## src/assert_macros.svh

```systemverilog
// Assertion macros shared by the byte router modules.
`ifndef ASSERT_MACROS_SVH
`define ASSERT_MACROS_SVH
`ifndef SYNTHESIS
// Property checked on every rising clock edge outside of reset.
`define RBR_ASSERT(lbl, prop) \
  lbl: assert property (@(posedge clk_i) disable iff (!rst_ni) (prop)) \
    else $error("%m: assertion failed");
// Condition that must never be true outside of reset.
`define RBR_NEVER(lbl, cond) \
  lbl: assert property (@(posedge clk_i) disable iff (!rst_ni) !(cond)) \
    else $error("%m: forbidden condition seen");
`else
`define RBR_ASSERT(lbl, prop)
`define RBR_NEVER(lbl, cond)
`endif
`endif

```

## src/rbr_pkg.sv

```systemverilog
// Types and constants of the UART receive byte router.
package rbr_pkg;

  typedef enum logic [1:0] {
    ActRx     = 2'd0,
    ActPop    = 2'd1,
    ActArmImg = 2'd2,
    ActArmBrd = 2'd3
  } action_e;

  // Image rows hold at most this many bytes; larger sizes are clamped.
  localparam logic [7:0] ImgSizeMax = 8'd128;
  localparam int unsigned AddrW = 16;
  localparam int unsigned RowsW = 5;

  typedef struct packed {
    logic img_active;
    logic brd_active;
    logic mem_write;
    logic board_write;
    logic image_done;
    logic board_done;
  } cap_res_t;

endpackage

```

## src/uart_rx_byte_router.sv

```systemverilog
// UART receive byte router: each request carries one action (receive a byte,
// pop the FIFO, arm an image capture, arm a board capture) and yields one
// result. Requests are taken into an input register and processed in a single
// pass into the result register, so one request per cycle is sustained while
// the result side keeps up, and a result is presented as soon as the result
// register loads it. While a result waits at the output, the input register
// still takes one more request, and then the input stalls until the waiting
// result is taken. The FIFO is a single memory with one write and one
// registered read per cycle.
`include "assert_macros.svh"
module uart_rx_byte_router import rbr_pkg::*; #(
  parameter int unsigned FIFO_DEPTH  = 64,
  parameter int unsigned ROW_STRIDE  = 128,
  parameter int unsigned BOARD_BYTES = 32
) (
  input  logic                            clk_i,
  input  logic                            rst_ni,
  input  logic                            in_valid_i,
  output logic                            in_ready_o,
  input  logic [1:0]                      action_i,
  input  logic [7:0]                      rx_byte_i,
  input  logic [15:0]                     image_base_i,
  input  logic [7:0]                      image_size_i,
  output logic                            out_valid_o,
  input  logic                            out_ready_i,
  output logic                            pop_valid_o,
  output logic [7:0]                      pop_data_o,
  output logic                            dropped_o,
  output logic                            mem_write_o,
  output logic [15:0]                     mem_address_o,
  output logic [7:0]                      write_data_o,
  output logic                            board_write_o,
  output logic [((BOARD_BYTES > 1) ? $clog2(BOARD_BYTES) : 1)-1:0] board_index_o,
  output logic                            image_done_o,
  output logic                            board_done_o,
  output logic [$clog2(FIFO_DEPTH+1)-1:0] fifo_count_o
);

  localparam int unsigned BrdW = (BOARD_BYTES > 1) ? $clog2(BOARD_BYTES) : 1;
  localparam int unsigned CntW = $clog2(FIFO_DEPTH + 1);

  // Input register.
  logic             s1_valid_q;
  action_e          act_q;
  logic [7:0]       rx_byte_q;
  logic [AddrW-1:0] base_q;
  logic [7:0]       size_q;

  // Result register.
  logic             out_valid_q;
  logic             pop_valid_q;
  logic             dropped_q;
  logic             mem_write_q;
  logic [AddrW-1:0] mem_address_q;
  logic [7:0]       write_data_q;
  logic             board_write_q;
  logic [BrdW-1:0]  board_index_q;
  logic             image_done_q;
  logic             board_done_q;

  logic             adv;
  logic             rx, push, pop, drop;
  cap_res_t         cap;
  logic [AddrW-1:0] cap_addr;
  logic [BrdW-1:0]  cap_index;
  logic [7:0]       fifo_data;
  logic             fifo_full, fifo_empty;
  logic [CntW-1:0]  fifo_count;

  assign adv        = s1_valid_q && (!out_valid_q || out_ready_i);
  assign in_ready_o = !s1_valid_q || adv;

  assign rx   = adv && (act_q == ActRx);
  assign push = rx && !cap.img_active && !cap.brd_active && !fifo_full;
  assign drop = rx && !cap.img_active && !cap.brd_active && fifo_full;
  assign pop  = adv && (act_q == ActPop) && !fifo_empty;

  always_ff @(posedge clk_i or negedge rst_ni) begin
    if (!rst_ni) begin
      s1_valid_q <= 1'b0;
    end else if (in_ready_o) begin
      s1_valid_q <= in_valid_i;
    end
  end

  always_ff @(posedge clk_i) begin
    if (in_valid_i && in_ready_o) begin
      act_q     <= action_e'(action_i);
      rx_byte_q <= rx_byte_i;
      base_q    <= image_base_i;
      size_q    <= image_size_i;
    end
  end

  rbr_capture #(
    .ROW_STRIDE  (ROW_STRIDE),
    .BOARD_BYTES (BOARD_BYTES)
  ) u_capture (
    .clk_i         (clk_i),
    .rst_ni        (rst_ni),
    .rx_i          (rx),
    .arm_img_i     (adv && (act_q == ActArmImg)),
    .arm_brd_i     (adv && (act_q == ActArmBrd)),
    .image_base_i  (base_q),
    .image_size_i  (size_q),
    .res_o         (cap),
    .mem_address_o (cap_addr),
    .board_index_o (cap_index)
  );

  rbr_fifo #(
    .FIFO_DEPTH (FIFO_DEPTH)
  ) u_fifo (
    .clk_i       (clk_i),
    .rst_ni      (rst_ni),
    .push_i      (push),
    .push_data_i (rx_byte_q),
    .pop_i       (pop),
    .pop_data_o  (fifo_data),
    .full_o      (fifo_full),
    .empty_o     (fifo_empty),
    .count_o     (fifo_count)
  );

  always_ff @(posedge clk_i or negedge rst_ni) begin
    if (!rst_ni) begin
      out_valid_q <= 1'b0;
    end else if (adv) begin
      out_valid_q <= 1'b1;
    end else if (out_ready_i) begin
      out_valid_q <= 1'b0;
    end
  end

  always_ff @(posedge clk_i) begin
    if (adv) begin
      pop_valid_q   <= pop;
      dropped_q     <= drop;
      mem_write_q   <= cap.mem_write;
      mem_address_q <= cap.mem_write ? cap_addr : '0;
      write_data_q  <= (cap.mem_write || cap.board_write) ? rx_byte_q : '0;
      board_write_q <= cap.board_write;
      board_index_q <= cap.board_write ? cap_index : '0;
      image_done_q  <= cap.image_done;
      board_done_q  <= cap.board_done;
    end
  end

  assign out_valid_o   = out_valid_q;
  assign pop_valid_o   = pop_valid_q;
  assign pop_data_o    = pop_valid_q ? fifo_data : '0;
  assign dropped_o     = dropped_q;
  assign mem_write_o   = mem_write_q;
  assign mem_address_o = mem_address_q;
  assign write_data_o  = write_data_q;
  assign board_write_o = board_write_q;
  assign board_index_o = board_index_q;
  assign image_done_o  = image_done_q;
  assign board_done_o  = board_done_q;
  // The count register moves only when a new result is loaded.
  assign fifo_count_o  = fifo_count;

  `RBR_ASSERT(a_one_dest, !out_valid_q || $onehot0({pop_valid_q, dropped_q, mem_write_q, board_write_q}))
  `RBR_NEVER(a_img_done_no_write, out_valid_q && image_done_q && !mem_write_q)
  `RBR_NEVER(a_brd_done_no_write, out_valid_q && board_done_q && !board_write_q)

endmodule

```

## src/rbr_fifo.sv

```systemverilog
// Ring FIFO for received bytes with a registered read port.
`include "assert_macros.svh"
module rbr_fifo import rbr_pkg::*; #(
  parameter int unsigned FIFO_DEPTH = 64
) (
  input  logic                                clk_i,
  input  logic                                rst_ni,
  input  logic                                push_i,
  input  logic [7:0]                          push_data_i,
  input  logic                                pop_i,
  output logic [7:0]                          pop_data_o,
  output logic                                full_o,
  output logic                                empty_o,
  output logic [$clog2(FIFO_DEPTH+1)-1:0]     count_o
);

  localparam int unsigned PtrW = $clog2(FIFO_DEPTH);
  localparam int unsigned CntW = $clog2(FIFO_DEPTH + 1);

  logic [7:0]      mem_q [FIFO_DEPTH];
  logic [PtrW-1:0] wr_ptr_q, wr_ptr_d;
  logic [PtrW-1:0] rd_ptr_q, rd_ptr_d;
  logic [CntW-1:0] count_q, count_d;
  logic [7:0]      rd_data_q;

  assign full_o  = (count_q == CntW'(FIFO_DEPTH));
  assign empty_o = (count_q == '0);

  always_comb begin
    wr_ptr_d = wr_ptr_q;
    rd_ptr_d = rd_ptr_q;
    count_d  = count_q;
    if (push_i) begin
      wr_ptr_d = (wr_ptr_q == PtrW'(FIFO_DEPTH - 1)) ? '0 : wr_ptr_q + 1'b1;
      count_d  = count_q + 1'b1;
    end else if (pop_i) begin
      rd_ptr_d = (rd_ptr_q == PtrW'(FIFO_DEPTH - 1)) ? '0 : rd_ptr_q + 1'b1;
      count_d  = count_q - 1'b1;
    end
  end

  always_ff @(posedge clk_i or negedge rst_ni) begin
    if (!rst_ni) begin
      wr_ptr_q <= '0;
      rd_ptr_q <= '0;
      count_q  <= '0;
    end else begin
      wr_ptr_q <= wr_ptr_d;
      rd_ptr_q <= rd_ptr_d;
      count_q  <= count_d;
    end
  end

  always_ff @(posedge clk_i) begin
    if (push_i) begin
      mem_q[wr_ptr_q] <= push_data_i;
    end
    if (pop_i) begin
      rd_data_q <= mem_q[rd_ptr_q];
    end
  end

  assign pop_data_o = rd_data_q;
  assign count_o    = count_q;

  `RBR_NEVER(a_push_when_full, push_i && full_o)
  `RBR_NEVER(a_pop_when_empty, pop_i && empty_o)
  `RBR_ASSERT(a_count_bound, count_q <= CntW'(FIFO_DEPTH))

endmodule

```

## src/rbr_capture.sv

```systemverilog
// Image and board capture state: address sequencing and arm/done control.
module rbr_capture import rbr_pkg::*; #(
  parameter int unsigned ROW_STRIDE  = 128,
  parameter int unsigned BOARD_BYTES = 32
) (
  input  logic                  clk_i,
  input  logic                  rst_ni,
  input  logic                  rx_i,
  input  logic                  arm_img_i,
  input  logic                  arm_brd_i,
  input  logic [AddrW-1:0]      image_base_i,
  input  logic [7:0]            image_size_i,
  output cap_res_t              res_o,
  output logic [AddrW-1:0]      mem_address_o,
  output logic [((BOARD_BYTES > 1) ? $clog2(BOARD_BYTES) : 1)-1:0] board_index_o
);

  localparam int unsigned BrdW = (BOARD_BYTES > 1) ? $clog2(BOARD_BYTES) : 1;

  logic             img_q, img_d;
  logic [AddrW-1:0] addr_q, addr_d;
  logic [7:0]       row_left_q, row_left_d;
  logic [RowsW-1:0] rows_q, rows_d;
  logic [7:0]       row_size_q, row_size_d;
  logic             brd_q, brd_d;
  logic [BrdW-1:0]  pos_q, pos_d;
  logic [7:0]       size_clamp;
  logic [7:0]       row_left_dec;
  logic [AddrW-1:0] addr_inc;

  always_comb begin
    if (image_size_i == '0) begin
      size_clamp = 8'd1;
    end else if (image_size_i > ImgSizeMax) begin
      size_clamp = ImgSizeMax;
    end else begin
      size_clamp = image_size_i;
    end
  end

  assign row_left_dec = (row_left_q != '0) ? row_left_q - 1'b1 : '0;
  assign addr_inc     = addr_q + 1'b1;

  always_comb begin
    img_d      = img_q;
    addr_d     = addr_q;
    row_left_d = row_left_q;
    rows_d     = rows_q;
    row_size_d = row_size_q;
    brd_d      = brd_q;
    pos_d      = pos_q;
    res_o      = '0;
    res_o.img_active = img_q;
    res_o.brd_active = brd_q;

    if (rx_i && img_q) begin
      res_o.mem_write = 1'b1;
      addr_d          = addr_inc;
      row_left_d      = row_left_dec;
      if (row_left_dec == '0) begin
        if (rows_q == '0) begin
          img_d            = 1'b0;
          res_o.image_done = 1'b1;
        end else begin
          // Skip to the start of the next row.
          rows_d     = rows_q - 1'b1;
          row_left_d = row_size_q;
          addr_d     = addr_inc + AddrW'(ROW_STRIDE) - {{(AddrW-8){1'b0}}, row_size_q};
        end
      end
    end else if (rx_i && brd_q) begin
      res_o.board_write = 1'b1;
      if (pos_q == BrdW'(BOARD_BYTES - 1)) begin
        pos_d            = '0;
        brd_d            = 1'b0;
        res_o.board_done = 1'b1;
      end else begin
        pos_d = pos_q + 1'b1;
      end
    end

    if (arm_img_i) begin
      img_d      = 1'b1;
      addr_d     = image_base_i;
      row_size_d = size_clamp;
      row_left_d = size_clamp;
      rows_d     = RowsW'(size_clamp >> 3);
    end
    if (arm_brd_i) begin
      brd_d = 1'b1;
    end
  end

  always_ff @(posedge clk_i or negedge rst_ni) begin
    if (!rst_ni) begin
      img_q      <= 1'b0;
      addr_q     <= '0;
      row_left_q <= '0;
      rows_q     <= '0;
      row_size_q <= '0;
      brd_q      <= 1'b0;
      pos_q      <= '0;
    end else begin
      img_q      <= img_d;
      addr_q     <= addr_d;
      row_left_q <= row_left_d;
      rows_q     <= rows_d;
      row_size_q <= row_size_d;
      brd_q      <= brd_d;
      pos_q      <= pos_d;
    end
  end

  assign mem_address_o = addr_q;
  assign board_index_o = pos_q;

endmodule

```

## config.mk

```make
export PLATFORM = sky130hd
export DESIGN_NAME = uart_rx_byte_router
export DESIGN_NICKNAME = d
export VERILOG_FILES = /design/src/rbr_pkg.sv /design/src/uart_rx_byte_router.sv /design/src/rbr_fifo.sv /design/src/rbr_capture.sv
export VERILOG_INCLUDE_DIRS = /design/src /design/src/src
export SDC_FILE = /design/constraint.sdc
export NUM_CORES = 1
export LEC_CHECK = 0
export BUFFER_PORTS_ARGS = -buffer_cell sky130_fd_sc_hd__clkbuf_2
export CAP_MARGIN = 10
export CORE_MARGIN = 2
export CORE_UTILIZATION = 64
export CTS_BUF_LIST = sky130_fd_sc_hd__clkbuf_8
export DETAILED_ROUTE_END_ITERATION = 10
export PLACE_DENSITY = 0.83
export SLEW_MARGIN = 20
export SYNTH_ARGS = -nofsm -noshare
export SYNTH_HDL_FRONTEND = slang
export SYNTH_SLANG_ARGS = --single-unit
export TNS_END_PERCENT = 10
```

## constraint.sdc

```tcl
create_clock -name clk_i -period 5.1 [get_ports clk_i]
set_input_delay 1.02 -clock clk_i [delete_from_list [all_inputs] [get_ports clk_i]]
set_output_delay 1.02 -clock clk_i [all_outputs]
set_load 0.03 [all_outputs]
```

==> impl_metrics.yaml, run 1 <==
status:
  outcome: "finished, final reports clean"
logic_synthesis:
  synth-edff-count: 589
  syn-cell-area_sq_mm: 0.0270
  netlist_instances: 1490
  avgSynthCellArea_sq_um: 18.1
  synth_nets: 1564
  seq_area_frac_synth_pct: 71.5
  synth-seq-cells: 654
  postSynth.asyncResetShare_pct: 9.94
  ys_warn_count: 0
  synth_cell_types: 73
  synthFlopType: "edfxtp_1"
place:
  portBuffers: 89
  place.gp.congestion: 0.906
  dp_hpwl_mm: 37.6
  placed_area_sq_mm: 0.0281
  place_ws_ps: 775
clocking:
  cts-resized-gates: 0
  cts_buffers: 99
  cts_sinks: 654
  cts_max_level: 3
  cts_setup_buffers: 0
  cts_tree: "done"
  clk_pin_slew_ps: 60
  clk_latency_ps: 710
  cts_buffer_depth: 3
  holdBufCountCts: 0
  cts-root-buf: "clkbuf_8"
die:
  die_width_microns: 209
  die_area_sq_mm: 0.0439
  core_area_sq_mm: 0.0419
  row_count: 75
  io_pins: 90
  initial_utilization_pct: 64.6
  fp.dieH_microns: 209
cells_and_area:
  drive_above_1_share_pct: 25.1
  mostFrequentLayoutCells: "589 x edfxtp_1, 168 x mux4_2, 119 x nor2_1"
  num-fill-cells: 2462
  final_area_sq_mm: 0.0299
  antenna_cells: 0
  syn2layout_area_growth_pct: 10.6
  multi_input_area_sq_mm: 0.00724
  fin_nets: 1706
  ff_latch_area_sq_mm: 0.0193
  final_common_cell: "edfxtp_1"
global_routing:
  antenna_found_initial: 3
  grt_pass1_wl_mm: 90.7
  grt_pass1_vias: 14700
  grt_max_degree: 66
  grt_usage_pct: 28.2
  overflow: 0
worst_hold_path:
  hp-class: "flip-flop to flip-flop"
  min-delay-start: "base_q[15]"
timing:
  fin_ws_ps: 905
  period_needed_ps: 4200
  fmax_mhz: 238
  worst_slew_pin_slew_ps: 1080
  slew_headroom_pct: 28.0
  setup_viol: 0
  fin_tns_setup_ps: 0
  fin_skew_ps: 42.4
  drv_slew: 0
  finalCritPeriodShare_pct: 82.3
  final-hold-violation-count: 0
  rsz0062_at_grt: "no"
setup_path:
  r2r_start: "u_capture.mem_address_o[0]"
  crit_start: "u_capture.mem_address_o[0]"
  path_class: "flip-flop to flip-flop"
  r2r_end: "u_capture.mem_address_o[14]"
  path_max_fanout: 9
  cp.required_ps: 5660
  r2r_slack_ps: 900
  crit_end: "u_capture.mem_address_o[14]"
  worstPathArrival_ps: 4750
  r2r.worst_path.cells: 14
  cp-start-kind: "flip-flop"
  end_kind: "flip-flop"
power_and_ir_drop:
  powerDensity_mw_per_mm2: 384
  ir_drop_v: 0.000318
  leakage_nw: 10.0
drt:
  vias: 14700
  post-route-drc-count: 0
  wl_per_cell_microns: 26.8
  top_layer: "met5"
  drt-initial-drc-count: 1890
  ant_nets: 0
  wl_met1_mm: 23.9
  routed-wl-met3_mm: 5.91
  drtPass1Iterations: 5
  wirelength_mm: 60.3
  via_per_inst: 6.54
  dr_wl_met2_mm: 29.1
flow_run:
  cap_violations: 0
## how the worst min path moves through the flow
stage	cells past startpoint	endpoint	slack (ps)
finish	2	u_capture.mem_address_o[15]	460
global route	1	rx_byte_q[0]	460
CTS	1	size_q[7]	460
detailed placement	2	u_capture.mem_address_o[15]	450
global placement	2	u_capture.mem_address_o[15]	450
floorplan	2	u_capture.mem_address_o[15]	420
## routing by layer
metal  GRT usage, %  vias to the layer above
met1           41.1                     7514
met4           8.51                        6
li1               -                     6204
met2           43.8                      885
met5              0                        -
met3           6.57                      119
## stage by stage
step           std cells  total power, mW  hold WS, ps  util (%)
3_5_place_dp        2069             7.55          451      67.0
6_report            2251             11.5          459      71.4
3_3_place_gp        2069             7.51          445      67.0
5_1_grt             2251             11.9          460      71.4
4_1_cts             2250             11.5          457      71.4
2_1_floorplan       1490             7.21          425         -
## cell type report
type	count	share of cell area, %
Multi-Input combinational cell	723	24.2
Inverter	40	0.502
Sequential cell	654	64.7
Tap cell	539	2.26
Clock inverter	81	1.45
Clock buffer	100	4.61
Timing Repair Buffer	114	2.28
## cell families after synthesis
logic type | synth area share [%]
compound gates | 3.40
xor+xnor | 1.33
fa+ha+maj | 1.80
buf+inv | 1.76
flops | 71.5
mux | 14.4
simple gates | 5.87
## report_power, final
part / leakage, nW / switching [mW] / internal (mW)
registers: 6.16 / 0.166 / 5.99
clock network: 1.05 / 1.98 / 1.99
logic: 2.80 / 0.827 / 0.507
total: 10.0 / 2.98 / 8.49
## critical path, cell delays in order (launching register included)
cell and delay [ps]:
dfrtp_1 490, ha_1 410, nand2_1 170, xnor2_1 220, ha_1 270, ha_1 250
or4_1 470, a21oi_1 210, o31ai_1 250, maj3_1 410, a21oi_1 250, nor2_1 90
nor3b_1 180, a211oi_1 80, a221o_1 320
## cells in the mapped netlist, types with 16 or more instances
| library cell | n | area (sq um) |
|---|---|---|
| edfxtp_1 | 589 | 17700 |
| mux4_2 | 168 | 3780 |
| nor2_1 | 119 | 447 |
| dfrtp_1 | 65 | 1630 |
| nand2_1 | 62 | 233 |
| a21oi_1 | 46 | 230 |
| clkbuf_1 | 46 | 173 |
| inv_1 | 40 | 150 |
| and2_1 | 38 | 238 |
| o21ai_0 | 38 | 190 |
| ha_1 | 34 | 425 |
| xnor2_1 | 25 | 219 |
| nand3_1 | 23 | 115 |
| xor2_1 | 16 | 140 |
## sequential cells by signal (all words and copies together), names as in the netlist, 7 cells and up
register,count
base_q,16
mem_address_o,16
rx_byte_q,8
size_q,8
u_capture.mem_address_o,16
u_capture.row_left_q,8
u_capture.row_size_q,8
u_fifo.count_o,7
u_fifo.mem_q,512
u_fifo.pop_data_o,8
write_data_o,8
No activity file was read; power rests on OpenSTA's default activity.
==> run 2: changes to the inputs <==
- ABC_AREA: unset -> 1
- clock period: 5.1 -> 3.9 ns (I/O delays scaled with it)
==> impl_metrics.yaml, run 2 <==
clocking:
  clk_latency_ps: 690
  clk_pin_slew_ps: 70
  cts_buffers: 100
  cts_max_level: 3
  cts_sinks: 654
  cts-root-buf: "clkbuf_8"
  cts_buffer_depth: 3
  cts_tree: "done"
  cts_setup_buffers: 0
timing:
  drv_slew: 0
  finalCritPeriodShare_pct: 87.2
  period_needed_ps: 3400
  fin_skew_ps: 41.2
  fmax_mhz: 294
  slew_headroom_pct: 36.7
  setup_viol: 0
  worst_slew_pin_slew_ps: 950
  final-hold-violation-count: 0
  fin_tns_setup_ps: 0
  rsz0062_at_grt: "no"
cells_and_area:
  largest_reg_flops: 512
  syn2layout_area_growth_pct: 11.1
  final_common_cell: "edfxtp_1"
  fin_nets: 2536
  mostFrequentLayoutCells: "589 x edfxtp_1, 428 x nor2_1, 295 x o21ai_0"
  drive_above_1_share_pct: 12.5
  antenna_cells: 0
  regMostFlops: "u_fifo.mem_q"
logic_synthesis:
  synth_largest_area_cell: "edfxtp_1"
  yosys.cell_count.top_type: "edfxtp_1"
  synth_fa_ha_area_share_pct: 1.69
  synth.area.mux_share_pct: 0.0409
  ys_top_cells_by_area: "edfxtp_1 64%, dfrtp_1 5.9%, nor2_1 5.9%"
  synth_nets: 2402
  avgSynthCellArea_sq_um: 11.8
  syn-cell-area_sq_mm: 0.0275
  synth_top_area_share_pct: 64.3
  synthXorXnorAreaFrac_pct: 1.02
  synth_top_family_by_area: "simple AND/OR/NAND/NOR gates"
  netlist_instances: 2328
  seq_area_frac_synth_pct: 70.2
  synthTopCellsByCount: "589 x edfxtp_1, 430 x nor2_1, 296 x o21ai_0, 248 x nand2_1, 114 x inv_1"
  synth-edff-count: 589
  synth_cell_types: 53
  postSynth.asyncResetShare_pct: 9.94
  synthFlopType: "edfxtp_1"
  ys_warn_count: 0
  synth-seq-cells: 654
  synth_compound_gate_area_share_pct: 11.3
  synthSimpleGateAreaFrac_pct: 12.2
drt:
  drt-initial-drc-count: 2565
  vias: 19400
  post-route-drc-count: 0
  drtPass1Iterations: 8
  via_per_inst: 6.29
  wirelength_mm: 66.8
  wl_per_cell_microns: 21.7
  ant_nets: 0
status:
  outcome: "finished, final reports clean"
global_routing:
  grt_max_degree: 131
  overflow: 0
  grt_pass1_wl_mm: 103
  grt_usage_pct: 30.3
  grt_pass1_vias: 18900
  antenna_found_initial: 1
die:
  core_area_sq_mm: 0.0422
  die_width_microns: 211
  row_count: 75
  initial_utilization_pct: 65.1
  die_area_sq_mm: 0.0447
  fp.dieH_microns: 211
  io_pins: 90
flow_run:
  cap_violations: 0
place:
  dp_hpwl_mm: 41.3
  portBuffers: 89
  place.gp.congestion: 0.950
setup_path:
  worstPathArrival_ps: 3950
  cp.required_ps: 4450
  r2r_slack_ps: 500
  cp-start-kind: "flip-flop"
  path_max_fanout: 7
  end_kind: "flip-flop"
  path_class: "flip-flop to flip-flop"
power_and_ir_drop:
  leakage_nw: 11.2
  powerDensity_mw_per_mm2: 680
  ir_drop_v: 0.000651
  finalPower_mw: 20.8
worst_hold_path:
  hp-class: "primary input to asynchronous set/reset pin"
-- run 2: cell count changes in the layout (fill, tap and decap cells not counted), sizes merged, moves of 11 or more --
cell / change
o221ai: +44
nand2: +186
mux4: -168
and2: -38
o22ai: +78
xnor2: -20
o21ai: +262
nand4: +15
nor2: +316
xor2: +11
buf: +38
nand3: +75
o211ai: +16
inv: +97
-- run 2: what timing repair did --
item / 4_1_cts / 5_1_grt
setup endpoints to repair: 0 / 2
hold buffers: 0 / 0
gates resized for setup: 0 / 1
-- run 2: layout make-up --
cell class | instances | area (sq um)
clock buffers | 108 | 1490
clock inverters | 77 | 340
fillers | 2705 | 11700
inverters | 129 | 489
multi-input cells | 1425 | 7230
flip-flops and latches | 654 | 19300
well taps | 539 | 674
repair buffers | 152 | 1020
-- run 2: layer usage --
metal	global-route usage, %	vias up	wire length [microns]
met2	50.4	1271	33000
met4	13.0	0	2350
li1	-	8670	-
met3	5.82	183	6760
met5	0	-	0
met1	39.5	9287	24700
-- run 2: worst max-delay path, stage by stage (launching register included) --
cell and delay [ps]:
dfrtp_1 500, ha_1 370, nand2_1 90, nor2_1 200, xor2_1 160, inv_1 60, ha_1 270, ha_1 350
nand2_1 60, o21ai_1 250, nand4_1 200, nand2_1 140, nand3_1 100, nand2_1 120, nand2_1 80, nand3_1 70
nand2_1 50, nand2_1 50, nand2_1 50, nand2_1 50, nand2_1 50
-- run 2: report_power, final --
group | internal (mW) | total (mW) | switching [mW]
Combinational | 2.26 | 7.12 | 4.87
Clock | 2.56 | 5.16 | 2.60
Sequential | 8.05 | 8.49 | 0.447
-- run 2: metrics by stage --
stage | std cells | area [sq um] | setup WS [ps] | hold slack (ps) | utilization (%)
after global routing | 3084 | 30600 | 120 | 135 | 72.4
after detailed placement | 2899 | 28700 | 270 | 481 | 68.1
final | 3084 | 30600 | 500 | 108 | 72.4
after CTS | 3084 | 30600 | 391 | 91.9 | 72.4
after floorplan | 2328 | 27500 | 214 | 449 | -
after global placement | 2897 | 28700 | 378 | 463 | 68.0
-- run 2: final timing paths --
path,start,end,cells after the start
setup / recovery,u_capture.mem_address_o[0],u_capture.mem_address_o[15],20
hold / removal,rst_ni,u_fifo.wr_ptr_q[0],1
setup reg to reg,u_capture.mem_address_o[0],u_capture.mem_address_o[15],20
hold reg to reg,u_capture.mem_address_o[13],u_capture.mem_address_o[13],2
max in group asynchronous,rst_ni,u_capture.row_size_q[4],2
min in group clk_i,image_base_i[5],base_q[5],1
-- run 2: cell families after synthesis --
group                    Yosys count
AND/OR/NAND/NOR                  823
flip-flops                       654
AO/OA/AOI/OAI                    533
buffers and inverters            249
adder cells (fa/ha/maj)           36
XOR/XNOR                          32
multiplexers                       1
==> run 3: changes to the inputs <==
- BUFFER_PORTS_ARGS: -buffer_cell sky130_fd_sc_hd__clkbuf_2 -> unset
- CORE_MARGIN: 2 -> unset
- CORE_UTILIZATION: 64 -> 65
- DONT_BUFFER_PORTS: unset -> 1
- PLACE_DENSITY: 0.83 -> 0.82
==> impl_metrics.yaml, run 3 (synthesis gave the netlist of run 2 again) <==
status:
  outcome: "finished, final reports clean"
drt:
  via_per_inst: 6.38
  drt-initial-drc-count: 2305
  post-route-drc-count: 0
  dr_wl_met2_mm: 31.9
  wl_met1_mm: 24.5
  vias: 19000
  routed-wl-met3_mm: 6.57
  top_layer: "met4"
  drtPass1Iterations: 7
  ant_nets: 0
  wirelength_mm: 66.0
  wl_per_cell_microns: 22.2
setup_path:
  worstPathArrival_ps: 3860
  critPathTopFamily: "simple AND/OR/NAND/NOR gates"
  path_class: "flip-flop to flip-flop"
  r2r_slack_ps: 330
  path_max_fanout: 11
  critical_path_buf_inv_count: 0
  cp-start-kind: "flip-flop"
  cpMaxStageDelayCell: "nor2_1"
  r2r.worst_path.cells: 7
  path_cells: "a21oi_4 > nand3_1 > nor3_1 > nand2_1 > nor2_1 > nand2_1 > nor2_1"
  end_kind: "flip-flop"
  cp.required_ps: 4190
  r2r_start: "out_valid_o"
  r2r_end: "u_fifo.mem_q[50][6]"
  max_stage_delay_ps: 830
clocking:
  cts_buffers: 98
  cts_setup_buffers: 0
  cts-resized-gates: 0
  clk_latency_ps: 690
  holdBufCountCts: 2
  cts_max_level: 3
  cts_buffer_depth: 3
  cts_sinks: 654
  cts_tree: "done"
  clk_pin_slew_ps: 60
  cts-root-buf: "clkbuf_8"
worst_hold_path:
  hp-class: "primary input to flip-flop"
  min-delay-start: "image_base_i[3]"
  min_to: "base_q[3]"
  holdPathStages: 0
cells_and_area:
  mostFrequentLayoutCells: "589 x edfxtp_1, 428 x nor2_1, 296 x o21ai_0"
  drive_above_1_share_pct: 8.50
  largest_reg_flops: 512
  antenna_cells: 0
  fin_nets: 2428
  syn2layout_area_growth_pct: 8.88
  utilization_pct: 71.6
  final_area_sq_mm: 0.0300
  num-fill-cells: 2718
  final_common_cell: "edfxtp_1"
  regMostFlops: "u_fifo.mem_q"
die:
  row_count: 75
  die_area_sq_mm: 0.0432
  die_width_microns: 208
  initial_utilization_pct: 65.7
  fp.dieH_microns: 208
  io_pins: 90
  core_area_sq_mm: 0.0419
timing:
  fmax_mhz: 280
  fin_skew_ps: 42.9
  fin_tns_setup_ps: 0
  rsz0062_at_grt: "no"
  slew_headroom_pct: 29.9
  final-hold-violation-count: 0
  drv_slew: 0
  period_needed_ps: 3570
  finalCritPeriodShare_pct: 91.5
  worst_slew_pin_slew_ps: 1050
  setup_viol: 0
power_and_ir_drop:
  ir_drop_v: 0.000434
  cell_internal_pwr_mw: 12.8
  power.switching_mw: 7.95
  leakage_nw: 10.7
  switching_share_pct: 38.3
  clockPowerShare_pct: 24.8
  sequentialPowerShare_pct: 42.1
  pwr-share-comb_pct: 33.1
  powerDensity_mw_per_mm2: 693
place:
  placed_area_sq_mm: 0.0281
  dp_hpwl_mm: 40.2
  portBuffers: 0
  place.gp.congestion: 0.958
global_routing:
  grt_max_degree: 117
  grt_pass1_vias: 18600
  grt_usage_pct: 30.8
  antenna_found_initial: 0
  overflow: 0
  grt_pass1_wl_mm: 102
flow_run:
  cap_violations: 0
[run 3: routing by layer]
layer | GRT usage, % | vias up
li1 | - | 8454
met1 | 40.3 | 9044
met2 | 50.4 | 1286
met3 | 5.54 | 201
met4 | 15.2 | 0
met5 | 0 | -
[run 3: worst max-delay path by stage]
stage	slack, ps	to	cells past startpoint	from
floorplan	210	u_fifo.count_o[5]	14	out_ready_i
global placement	390	u_fifo.mem_q[50][0]	8	out_ready_i
detailed placement	260	u_fifo.mem_q[50][3]	8	out_ready_i
CTS	420	u_capture.mem_address_o[15]	20	u_capture.mem_address_o[0]
global route	30	u_capture.mem_address_o[15]	21	u_capture.mem_address_o[0]
finish	330	u_fifo.mem_q[50][6]	7	out_valid_o
[run 3: power by group through the flow]
stage	Sequential (mW)	Combinational, mW	Clock [mW]
floorplan	8.59	4.81	0
finish	8.74	6.87	5.14
global placement	8.85	6.39	0
CTS	8.73	6.71	5.19
detailed placement	8.87	6.64	0
global route	8.78	7.52	5.47
[run 3: stage by stage]
step                      hold slack, ps  instances  total power, mW  worst slack [ps]
final                                201       2975             20.8               331
after global routing                 182       2975             21.8              25.1
after CTS                            167       2975             20.6               421
after detailed placement             486       2791             15.5               258
after global placement               486       2791             15.2               390
after floorplan                      449       2328             13.4               214
[run 3: area by class of cell]
class / instances / area, sq um / share of cell area, %
sequential: 654 / 19300 / 64.5
multi-input combinational: 1425 / 7230 / 24.1
clock buffer: 106 / 1460 / 4.87
tap: 539 / 674 / 2.25
inverter: 129 / 489 / 1.63
timing repair buffer: 46 / 430 / 1.44
clock inverter: 76 / 347 / 1.16
